--- src/hw/rtl/assert_macros.svh ---
// Assertion helpers. Both forms sample on the rising clock edge and are
// switched off while reset is high.
`ifndef ASSERT_MACROS_SVH
`define ASSERT_MACROS_SVH

`ifndef SYNTHESIS

`define ASSERT_ALWAYS(label, clk, rst, prop, msg) \
  label: assert property (@(posedge clk) disable iff (rst) (prop)) else $error(msg);

`define ASSERT_IMPL(label, clk, rst, ante, cons, msg) \
  label: assert property (@(posedge clk) disable iff (rst) (ante) |-> (cons)) else $error(msg);

`else

`define ASSERT_ALWAYS(label, clk, rst, prop, msg)

`define ASSERT_IMPL(label, clk, rst, ante, cons, msg)

`endif

`endif

--- src/hw/rtl/lrb_pkg.sv ---
package lrb_pkg;

  localparam int DATA_W   = 8;
  localparam int LEN_W    = 7;
  localparam int COUNT_W  = 6;
  localparam int OP_W     = 2;
  localparam int STATUS_W = 2;

  localparam logic [DATA_W-1:0] CHAR_CR  = 8'h0D;
  localparam logic [DATA_W-1:0] CHAR_LF  = 8'h0A;
  localparam logic [DATA_W-1:0] CHAR_NUL = 8'h00;

  typedef enum logic [OP_W-1:0] {
    OP_WRITE = 2'd0,
    OP_READ  = 2'd1,
    OP_LINE  = 2'd2,
    OP_CLEAR = 2'd3
  } op_t;

  typedef enum logic [STATUS_W-1:0] {
    ST_OK      = 2'd0,
    ST_REJECT  = 2'd1,
    ST_EMPTY   = 2'd2,
    ST_NO_LINE = 2'd3
  } status_t;

  // Commands from the controller to the datapath.
  typedef struct packed {
    logic    latch_in;
    logic    do_write;
    logic    do_clear;
    logic    set_status;
    status_t status;
    logic    start_read;
    logic    start_scan;
    logic    scan_step;
    logic    start_line_emit;
    logic    rd_step;
    logic    load_byte;
    logic    load_status;
  } lrb_cmd_t;

  // Status from the datapath to the controller.
  typedef struct packed {
    op_t  op;
    logic read_none;
    logic used_zero;
    logic term_hit;
    logic scan_end;
    logic remain_zero;
    logic out_free;
  } lrb_sts_t;

endpackage

--- src/hw/rtl/lrb_req_if.sv ---
interface lrb_req_if import lrb_pkg::*; ();
  logic              valid;
  logic              ready;
  logic [OP_W-1:0]   operation;
  logic [DATA_W-1:0] data_byte;
  logic [LEN_W-1:0]  block_length;
  logic              block_first;
  logic [LEN_W-1:0]  read_count;

  modport source (
    output valid, operation, data_byte, block_length, block_first, read_count,
    input  ready
  );

  modport sink (
    input  valid, operation, data_byte, block_length, block_first, read_count,
    output ready
  );
endinterface

--- src/hw/rtl/lrb_rsp_if.sv ---
interface lrb_rsp_if import lrb_pkg::*; ();
  logic                valid;
  logic                ready;
  logic [DATA_W-1:0]   out_byte;
  logic                last;
  logic [STATUS_W-1:0] status;
  logic [COUNT_W-1:0]  used_count;
  logic [COUNT_W-1:0]  free_count;

  modport source (
    output valid, out_byte, last, status, used_count, free_count,
    input  ready
  );

  modport sink (
    input  valid, out_byte, last, status, used_count, free_count,
    output ready
  );
endinterface

--- src/hw/rtl/lrb_ram.sv ---
module lrb_ram #(
  parameter int WIDTH = 8,
  parameter int DEPTH = 64
) (
  input  logic                     clk,
  input  logic                     we,
  input  logic [$clog2(DEPTH)-1:0] waddr,
  input  logic [WIDTH-1:0]         wdata,
  input  logic                     re,
  input  logic [$clog2(DEPTH)-1:0] raddr,
  output logic [WIDTH-1:0]         rdata
);

  logic [WIDTH-1:0] mem [DEPTH];

  always_ff @(posedge clk) begin
    if (we) begin
      mem[waddr] <= wdata;
    end
    if (re) begin
      rdata <= mem[raddr];
    end
  end

endmodule

--- src/hw/rtl/lrb_ctrl.sv ---
module lrb_ctrl import lrb_pkg::*; (
  input  logic     clk,
  input  logic     rst,
  input  logic     in_valid,
  output logic     in_ready,
  input  lrb_sts_t sts,
  output lrb_cmd_t cmd
);

  typedef enum logic [2:0] {
    S_IDLE,
    S_EXEC,
    S_SCAN_RD,
    S_SCAN_CHK,
    S_RD,
    S_EMIT,
    S_PUT
  } state_t;

  state_t state;
  state_t state_next;

  always_comb begin
    state_next = state;
    cmd        = '0;
    cmd.status = ST_OK;
    in_ready   = 1'b0;
    unique case (state)
      S_IDLE: begin
        in_ready = 1'b1;
        if (in_valid) begin
          cmd.latch_in = 1'b1;
          state_next   = S_EXEC;
        end
      end
      S_EXEC: begin
        unique case (sts.op)
          OP_WRITE: begin
            cmd.do_write = 1'b1;
            state_next   = S_PUT;
          end
          OP_CLEAR: begin
            cmd.do_clear = 1'b1;
            state_next   = S_PUT;
          end
          OP_READ: begin
            if (sts.read_none) begin
              cmd.set_status = 1'b1;
              cmd.status     = ST_EMPTY;
              state_next     = S_PUT;
            end else begin
              cmd.start_read = 1'b1;
              state_next     = S_RD;
            end
          end
          OP_LINE: begin
            if (sts.used_zero) begin
              cmd.set_status = 1'b1;
              cmd.status     = ST_NO_LINE;
              state_next     = S_PUT;
            end else begin
              cmd.start_scan = 1'b1;
              state_next     = S_SCAN_RD;
            end
          end
          default: state_next = S_IDLE;
        endcase
      end
      S_SCAN_RD: begin
        cmd.scan_step = 1'b1;
        state_next    = S_SCAN_CHK;
      end
      S_SCAN_CHK: begin
        if (sts.term_hit) begin
          cmd.start_line_emit = 1'b1;
          state_next          = S_RD;
        end else if (sts.scan_end) begin
          cmd.set_status = 1'b1;
          cmd.status     = ST_NO_LINE;
          state_next     = S_PUT;
        end else begin
          state_next = S_SCAN_RD;
        end
      end
      S_RD: begin
        cmd.rd_step = 1'b1;
        state_next  = S_EMIT;
      end
      S_EMIT: begin
        if (sts.out_free) begin
          cmd.load_byte = 1'b1;
          state_next    = sts.remain_zero ? S_IDLE : S_RD;
        end
      end
      S_PUT: begin
        if (sts.out_free) begin
          cmd.load_status = 1'b1;
          state_next      = S_IDLE;
        end
      end
      default: state_next = S_IDLE;
    endcase
  end

  always_ff @(posedge clk) begin
    if (rst) begin
      state <= S_IDLE;
    end else begin
      state <= state_next;
    end
  end

endmodule

--- src/hw/rtl/lrb_dp.sv ---
`include "assert_macros.svh"

module lrb_dp import lrb_pkg::*; #(
  parameter int STORE_DEPTH = 64
) (
  input  logic              clk,
  input  logic              rst,
  input  logic [OP_W-1:0]   operation,
  input  logic [DATA_W-1:0] data_byte,
  input  logic [LEN_W-1:0]  block_length,
  input  logic              block_first,
  input  logic [LEN_W-1:0]  read_count,
  input  lrb_cmd_t          cmd,
  output lrb_sts_t          sts,
  lrb_rsp_if.source         rsp
);

  localparam int AW = $clog2(STORE_DEPTH);
  localparam logic [AW-1:0] LAST_SLOT = AW'(STORE_DEPTH - 1);

  // Latched input item.
  op_t               op_q;
  logic [DATA_W-1:0] data_q;
  logic [LEN_W-1:0]  blen_q;
  logic              first_q;
  logic [LEN_W-1:0]  rcount_q;

  logic [AW-1:0] wp;
  logic [AW-1:0] rp;
  logic          block_accepted;
  logic [AW-1:0] addr;
  logic [AW-1:0] remain;
  logic [AW-1:0] scan_cnt;
  logic          line_mode;
  status_t       put_status;

  logic                out_valid;
  logic [DATA_W-1:0]   out_byte;
  logic                out_last;
  status_t             out_status;
  logic [COUNT_W-1:0]  out_used_cnt;
  logic [COUNT_W-1:0]  out_free_cnt;

  logic [AW:0]       diff;
  logic [AW-1:0]     used;
  logic [AW-1:0]     free;
  logic [AW-1:0]     read_n;
  logic [AW:0]       rp_sum;
  logic [AW-1:0]     rp_after_read;
  logic              acc_eff;
  logic              wr_ok;
  logic              mem_we;
  logic              mem_re;
  logic [DATA_W-1:0] mem_rd;
  logic              out_free;
  logic              load;

  function automatic logic [AW-1:0] next_slot(input logic [AW-1:0] p);
    return (p == LAST_SLOT) ? '0 : p + AW'(1);
  endfunction

  always_comb begin
    diff = {1'b0, wp} - {1'b0, rp};
    if (diff[AW]) begin
      used = AW'(diff + (AW+1)'(STORE_DEPTH));
    end else begin
      used = AW'(diff);
    end
    free = LAST_SLOT - used;

    read_n = (rcount_q > LEN_W'(used)) ? used : AW'(rcount_q);
    rp_sum = {1'b0, rp} + {1'b0, read_n};
    if (rp_sum >= (AW+1)'(STORE_DEPTH)) begin
      rp_after_read = AW'(rp_sum - (AW+1)'(STORE_DEPTH));
    end else begin
      rp_after_read = AW'(rp_sum);
    end

    // A block's first byte decides for the whole block; later bytes follow.
    acc_eff = first_q ? ((blen_q != '0) && (blen_q <= LEN_W'(free))) : block_accepted;
    wr_ok   = acc_eff && (free != '0);
  end

  assign mem_we   = cmd.do_write && wr_ok;
  assign mem_re   = cmd.scan_step || cmd.rd_step;
  assign out_free = !out_valid || rsp.ready;
  assign load     = cmd.load_byte || cmd.load_status;

  lrb_ram #(
    .WIDTH(DATA_W),
    .DEPTH(STORE_DEPTH)
  ) u_ram (
    .clk  (clk),
    .we   (mem_we),
    .waddr(wp),
    .wdata(data_q),
    .re   (mem_re),
    .raddr(addr),
    .rdata(mem_rd)
  );

  always_ff @(posedge clk) begin
    if (cmd.latch_in) begin
      op_q     <= op_t'(operation);
      data_q   <= data_byte;
      blen_q   <= block_length;
      first_q  <= block_first;
      rcount_q <= read_count;
    end
    if (cmd.set_status) begin
      put_status <= cmd.status;
    end
    if (cmd.do_write) begin
      put_status <= wr_ok ? ST_OK : ST_REJECT;
    end
    if (cmd.do_clear) begin
      put_status <= ST_OK;
    end
    if (cmd.start_read) begin
      addr      <= rp;
      remain    <= read_n;
      line_mode <= 1'b0;
    end
    if (cmd.start_scan) begin
      addr      <= rp;
      scan_cnt  <= '0;
      line_mode <= 1'b1;
    end
    if (cmd.scan_step) begin
      addr     <= next_slot(addr);
      scan_cnt <= scan_cnt + AW'(1);
    end
    // The scan address has just passed the terminator: it becomes the new
    // read pointer, and emission restarts from the old one.
    if (cmd.start_line_emit) begin
      addr   <= rp;
      remain <= scan_cnt;
    end
    if (cmd.rd_step) begin
      addr   <= next_slot(addr);
      remain <= remain - AW'(1);
    end
    if (cmd.load_byte) begin
      out_byte   <= (line_mode && remain == '0) ? CHAR_NUL : mem_rd;
      out_last   <= (remain == '0);
      out_status <= ST_OK;
    end
    if (cmd.load_status) begin
      out_byte   <= '0;
      out_last   <= 1'b1;
      out_status <= put_status;
    end
    // Every pointer move of a step lands before its first result is loaded,
    // and the counts are held with the result while it waits.
    if (load) begin
      out_used_cnt <= COUNT_W'(used);
      out_free_cnt <= COUNT_W'(free);
    end
  end

  always_ff @(posedge clk) begin
    if (rst) begin
      wp             <= '0;
      rp             <= '0;
      block_accepted <= 1'b0;
      out_valid      <= 1'b0;
    end else begin
      if (cmd.do_write) begin
        block_accepted <= wr_ok;
        if (wr_ok) begin
          wp <= next_slot(wp);
        end
      end
      if (cmd.do_clear) begin
        wp             <= '0;
        rp             <= '0;
        block_accepted <= 1'b0;
      end
      if (cmd.start_read) begin
        rp <= rp_after_read;
      end
      if (cmd.start_line_emit) begin
        rp <= addr;
      end
      if (load) begin
        out_valid <= 1'b1;
      end else if (rsp.ready) begin
        out_valid <= 1'b0;
      end
    end
  end

  always_comb begin
    sts.op          = op_q;
    sts.read_none   = (read_n == '0);
    sts.used_zero   = (used == '0);
    sts.term_hit    = (mem_rd == CHAR_CR) || (mem_rd == CHAR_LF) || (mem_rd == CHAR_NUL);
    sts.scan_end    = (scan_cnt == used);
    sts.remain_zero = (remain == '0);
    sts.out_free    = out_free;
  end

  assign rsp.valid      = out_valid;
  assign rsp.out_byte   = out_byte;
  assign rsp.last       = out_last;
  assign rsp.status     = out_status;
  assign rsp.used_count = out_used_cnt;
  assign rsp.free_count = out_free_cnt;

  `ASSERT_IMPL(a_no_overrun, clk, rst, mem_we, used != LAST_SLOT, "write into a full store")
  `ASSERT_IMPL(a_out_hold, clk, rst, load && out_valid, rsp.ready, "result overwritten before taken")
  `ASSERT_ALWAYS(a_ptr_range, clk, rst, (wp <= LAST_SLOT) && (rp <= LAST_SLOT), "pointer out of range")
  `ASSERT_IMPL(a_line_end_zero, clk, rst, $past(cmd.load_byte && line_mode && remain == '0), out_byte == CHAR_NUL && out_last, "line terminator not replaced by zero")

endmodule

--- src/hw/rtl/line_ring_buffer.sv ---
// Byte ring buffer of STORE_DEPTH slots (2 to 64) that holds at most
// STORE_DEPTH-1 bytes. Write blocks are all or nothing, decided on the first
// byte of the block; reads return up to the requested count; line reads return
// bytes up to the first CR, LF or NUL with the terminator given as zero, and
// consume nothing when no terminator is stored. Every item yields one or more
// results, each carrying the used and free counts after the item. One item is
// worked on at a time, and the store has a single registered read port: a
// write, clear or failed read is executed and its status result then loaded;
// a read reads and returns its bytes one at a time; a line read first scans
// the stored bytes one at a time up to the terminator, then rereads and
// returns them, or gives a status result when no terminator is found.
// A new item may be accepted while the last result still waits in the output
// register. The store needs no initialisation after reset.
module line_ring_buffer import lrb_pkg::*; #(
  parameter int STORE_DEPTH = 64
) (
  input logic       clk,
  input logic       rst,
  lrb_req_if.sink   req,
  lrb_rsp_if.source rsp
);

  lrb_cmd_t cmd;
  lrb_sts_t sts;

  lrb_ctrl u_ctrl (
    .clk     (clk),
    .rst     (rst),
    .in_valid(req.valid),
    .in_ready(req.ready),
    .sts     (sts),
    .cmd     (cmd)
  );

  lrb_dp #(
    .STORE_DEPTH(STORE_DEPTH)
  ) u_dp (
    .clk         (clk),
    .rst         (rst),
    .operation   (req.operation),
    .data_byte   (req.data_byte),
    .block_length(req.block_length),
    .block_first (req.block_first),
    .read_count  (req.read_count),
    .cmd         (cmd),
    .sts         (sts),
    .rsp         (rsp)
  );

endmodule

--- src/flat_wrapper.sv ---
// flat-port wrapper written by rule: the top's interface ports become plain ports
module line_ring_buffer_flat import lrb_pkg::*;
#(
  parameter int STORE_DEPTH = 64
)
  (clk, rst, req_valid, req_operation, req_data_byte, req_block_length, req_block_first, req_read_count, req_ready, rsp_valid, rsp_out_byte, rsp_last, rsp_status, rsp_used_count, rsp_free_count, rsp_ready);
  lrb_req_if req_i ();
  lrb_rsp_if rsp_i ();
  input logic clk;
  input logic rst;
  input wire logic [$bits(req_i.valid)-1:0] req_valid;
  input wire logic [$bits(req_i.operation)-1:0] req_operation;
  input wire logic [$bits(req_i.data_byte)-1:0] req_data_byte;
  input wire logic [$bits(req_i.block_length)-1:0] req_block_length;
  input wire logic [$bits(req_i.block_first)-1:0] req_block_first;
  input wire logic [$bits(req_i.read_count)-1:0] req_read_count;
  output wire logic [$bits(req_i.ready)-1:0] req_ready;
  output wire logic [$bits(rsp_i.valid)-1:0] rsp_valid;
  output wire logic [$bits(rsp_i.out_byte)-1:0] rsp_out_byte;
  output wire logic [$bits(rsp_i.last)-1:0] rsp_last;
  output wire logic [$bits(rsp_i.status)-1:0] rsp_status;
  output wire logic [$bits(rsp_i.used_count)-1:0] rsp_used_count;
  output wire logic [$bits(rsp_i.free_count)-1:0] rsp_free_count;
  input wire logic [$bits(rsp_i.ready)-1:0] rsp_ready;
  assign req_i.valid = req_valid;
  assign req_i.operation = req_operation;
  assign req_i.data_byte = req_data_byte;
  assign req_i.block_length = req_block_length;
  assign req_i.block_first = req_block_first;
  assign req_i.read_count = req_read_count;
  assign req_ready = req_i.ready;
  assign rsp_valid = rsp_i.valid;
  assign rsp_out_byte = rsp_i.out_byte;
  assign rsp_last = rsp_i.last;
  assign rsp_status = rsp_i.status;
  assign rsp_used_count = rsp_i.used_count;
  assign rsp_free_count = rsp_i.free_count;
  assign rsp_i.ready = rsp_ready;
  line_ring_buffer #(.STORE_DEPTH(STORE_DEPTH)) u_core (.clk(clk), .rst(rst), .req(req_i), .rsp(rsp_i));
endmodule
--- config.mk ---
export PLATFORM = sky130hd
export DESIGN_NAME = line_ring_buffer_flat
export DESIGN_NICKNAME = d
export VERILOG_FILES = /design/src/hw/rtl/lrb_pkg.sv /design/src/hw/rtl/lrb_req_if.sv /design/src/hw/rtl/lrb_rsp_if.sv /design/src/hw/rtl/lrb_ram.sv /design/src/hw/rtl/lrb_ctrl.sv /design/src/hw/rtl/lrb_dp.sv /design/src/hw/rtl/line_ring_buffer.sv /design/src/flat_wrapper.sv
export VERILOG_INCLUDE_DIRS = /design/src /design/src/hw/rtl
export SDC_FILE = /design/constraint.sdc
export NUM_CORES = 1
export LEC_CHECK = 0
export ABC_AREA = 1
export BUFFER_PORTS_ARGS = -buffer_cell sky130_fd_sc_hd__clkbuf_2
export CAP_MARGIN = 20
export CORE_MARGIN = 1
export CORE_UTILIZATION = 45
export DETAILED_ROUTE_END_ITERATION = 10
export GPL_ROUTABILITY_DRIVEN = 0
export PLACE_DENSITY = 0.58
export SLEW_MARGIN = 15
export SYNTH_ARGS = -nofsm -noshare
export SYNTH_HDL_FRONTEND = slang
export SYNTH_HIERARCHICAL = 1
export SYNTH_SLANG_ARGS = --single-unit
--- constraint.sdc ---
create_clock -name clk -period 14.05 [get_ports clk]
set_clock_uncertainty 0.15 [all_clocks]
set_input_delay 2.1075 -clock clk [delete_from_list [all_inputs] [get_ports clk]]
set_output_delay 2.1075 -clock clk [all_outputs]
set_load 0.05 [all_outputs]
==> results.json <==
{
  "switching_share": 0.280,
  "io_pins": 54,
  "synth_xor_xnor_area_share": 0.00267,
  "outcome": "completed",
  "met2_usage": 0.354,
  "slew_violations": 0,
  "dieArea_um2": 59300,
  "synth_mux_area_frac": 0,
  "cts_resized": 0,
  "root_buffer": "clkbuf_16",
  "fp.dieH_um": 243,
  "clkSinkCount": 606,
  "grt_max_degree": 178,
  "cp_max_fo": 14,
  "grt.total_usage": 0.224,
  "seqPwrFrac": 0.480,
  "synth.avg_cell_area_um2": 11.1,
  "r2r-start": "u_core/u_dp/wp[0]",
  "comb_power_share": 0.155,
  "synth-warning-count": 6,
  "tns_ns": 0,
  "crit_path_start": "u_core/u_dp/wp[0]",
  "rows": 88,
  "tightest_slew_ns": 1.07,
  "postCtsSetupBuffers": 0,
  "hold_path.class": "reg -> reg",
  "yosysUniqueCellTypes": 45,
  "synth_compound_area_frac": 0.0208,
  "synth_area_leader_cell": "edfxtp_1",
  "drcViolationCount": 0,
  "ant_nets": 0,
  "hold_violations": 0,
  "max_slew_margin": 0.290,
  "syn-num-nets": 2428,
  "h-tree-depth": 2,
  "synthSimpleGateAreaFrac": 0.230,
  "drive_gt1_frac": 0.0836,
  "clkLatencyLatePin_ns": 0.64,
  "grt_setup_unrepaired": "false",
  "fin_crit_ns": 5.60,
  "dp_hpwl_um": 39700,
  "area_growth_pct": 10.0,
  "antenna_found_initial": 0,
  "cp_num_buf_inv": 4,
  "timing.final.crit_share": 0.399,
  "p_leak_nw": 10.7,
  "setup_viol": 0,
  "start_util": 0.455,
  "die_w_um": 243,
  "top_usage_layer": "met2",
  "portBuffers": 53,
  "cpPeakStageDelay_ns": 0.91,
  "hp-start": "u_core/u_dp/rsp.out_byte[0]",
  "syn_inst": 2368,
  "fillers": 5181,
  "crit_chain": "inv_1 > ha_1 > inv_1 > fa_1 > xnor2_1 > inv_1 > ha_1 > a21oi_1 > o21ai_0 > nand2_1 > nand2_1 > nand2_1 > nand2_1 > nand2_1 > nand3_1 > nand2_2 > nand2_4 > clkinv_2 > nand4_1 > nor2_1",
  "numCtsBuffers": 61,
  "yosysSeqAreaShare": 0.682,
  "ys_ff_latch": 606,
  "num_vias": 17700,
  "netlist_area_um2": 26200,
  "grt_overflow": 0,
  "grt_pass1_vias": 16900,
  "final_cell_mix": "769 x nand2_1, 577 x edfxtp_1, 472 x nand3_1, 104 x inv_1, 94 x nor2_1",
  "synth_area_leaders": "edfxtp_1 66%, nand2_1 11%, nand3_1 9.0%",
  "cp-end-kind": "flip-flop",
  "final_util": 0.500,
  "p_sw_mw": 1.22,
  "start_kind": "flip-flop",
  "diodes": 0,
  "grt_pass1_wl_um": 101000,
  "nets": 2456,
  "p_int_mw": 3.13,
  "synth_top_family_by_area": "simple AND/OR/NAND/NOR gates",
  "yosys.area_share.adder": 0.0154,
  "crit_required_ns": 14.16,
  "use_met3": 0.0317,
  "yosysTopAreaCellShare": 0.660,
  "core_area_um2": 57700,
  "irDropWorstVdd_mv": 0.129,
  "cts_tree": "built",
  "firstDrtPassIters": 6,
  "crit_type": "reg -> reg",
  "arrival_ns": 5.71,
  "cts.reportedPaths.clkPinSlew_ns": 0.06,
  "layout_commonest_cell": "nand2_1",
  "pwr_density_cell_nw_per_um2": 150,
  "clk_path_buf_depth": 3,
  "wl_um": 66500,
  "ctsHoldBuffers": 0,
  "critPathMostFrequentCell": "nand2_1",
  "crit_family": "simple AND/OR/NAND/NOR gates",
  "met1_usage": 0.320,
  "critPathSlowestCell": "nor2_1",
  "avgViaCountPerCell": 5.51,
  "clock.fmax_mhz": 179,
  "wire_per_inst_um": 20.7,
  "maxCapViolCount": 0,
  "pwr-share-clk": 0.365,
  "drt_iter0_drc": 1985
}
[layout make-up]
class                           count  area, um2  area share
Inverter                          114        437      0.0151
Clock inverter                     34        355      0.0123
Clock buffer                       73       1610      0.0558
Multi-Input combinational cell   1530       7060       0.245
Timing Repair Buffer               83        543      0.0188
Sequential cell                   606      17900       0.620
Tap cell                          765        957      0.0332
[flip-flops by register name, summed over array words and instances (netlist names)]
register,cells
u_core/u_ctrl/state,3
u_core/u_dp/addr,6
u_core/u_dp/blen_q,7
u_core/u_dp/block_accepted,1
u_core/u_dp/data_q,8
u_core/u_dp/first_q,1
u_core/u_dp/line_mode,1
u_core/u_dp/op_q,2
u_core/u_dp/put_status,2
u_core/u_dp/rcount_q,7
u_core/u_dp/remain,6
u_core/u_dp/rp,6
u_core/u_dp/rsp.free_count,6
u_core/u_dp/rsp.last,1
u_core/u_dp/rsp.out_byte,8
u_core/u_dp/rsp.status,2
u_core/u_dp/rsp.used_count,6
u_core/u_dp/rsp.valid,1
u_core/u_dp/scan_cnt,6
u_core/u_dp/u_ram/mem,512
u_core/u_dp/u_ram/rdata,8
u_core/u_dp/wp,6
[cells in the mapped netlist, drive strengths merged]
cell type	count
dfxtp	29
o32ai	1
o21bai	5
or2	2
nor2	97
a31oi	7
o22ai	5
inv	112
nand3b	3
o211ai	3
nor4	11
clkbuf	17
o21ai	17
a221oi	1
xnor2	4
nand4	25
ha	29
nand3	473
fa	2
a21oi	35
xor2	4
buf	101
o31ai	9
o221ai	1
nand2	779
o21a	1
clkinv	2
a22oi	1
nor3	15
edfxtp	577
[power groups by stage]
stage	logic [mW]	registers (mW)	clock network, mW
4_1_cts	0.665	2.08	1.62
2_1_floorplan	0.414	2.19	0
3_3_place_gp	0.659	2.12	0
3_5_place_dp	0.664	2.12	0
6_report	0.674	2.08	1.59
5_1_grt	0.735	2.09	1.68
[worst min-delay path, delay by kind of cell (launching register included)]
| family | cells | cell delay (ns) |
|---|---|---|
| AOI/OAI and AO/OA | 1 | 0.05 |
| DFF | 1 | 0.33 |
| and+or+nand+nor | 1 | 0.05 |
[per-stage QoR]
stage	setup WS, ns	hold WS, ns	cells	power (mW)	instance area (um2)
after global routing	8.11	0.331	3205	4.51	28900
after global placement	8.58	0.293	3096	2.78	26900
after detailed placement	8.47	0.298	3096	2.79	26900
final	8.45	0.310	3205	4.35	28900
after CTS	8.54	0.313	3203	4.37	28800
after floorplan	9.57	0.286	2368	2.60	26200
[routing by layer]
metal	wire [um]	share of wire
met3	5050	0.076
met5	0	0
met1	29300	0.44
met2	30400	0.46
met4	1750	0.026
[final timing paths]
path	to	slack (ns)	cells after the start
worst max-delay path	u_core/u_dp/u_ram/mem[37][4]	8.45	20
worst min-delay path	u_core/u_dp/rsp.out_byte[0]	0.31	2
worst max register to register	u_core/u_dp/u_ram/mem[37][4]	8.45	20
worst min register to register	u_core/u_dp/rsp.out_byte[0]	0.31	2
[cells by family after synthesis]
kind of cell	Yosys count
adder cells (fa/ha/maj)	31
AO/OA/AOI/OAI	86
XOR/XNOR	8
AND/OR/NAND/NOR	1405
buffers and inverters	232
flip-flops	606
No activity file was read; power rests on OpenSTA's default activity.
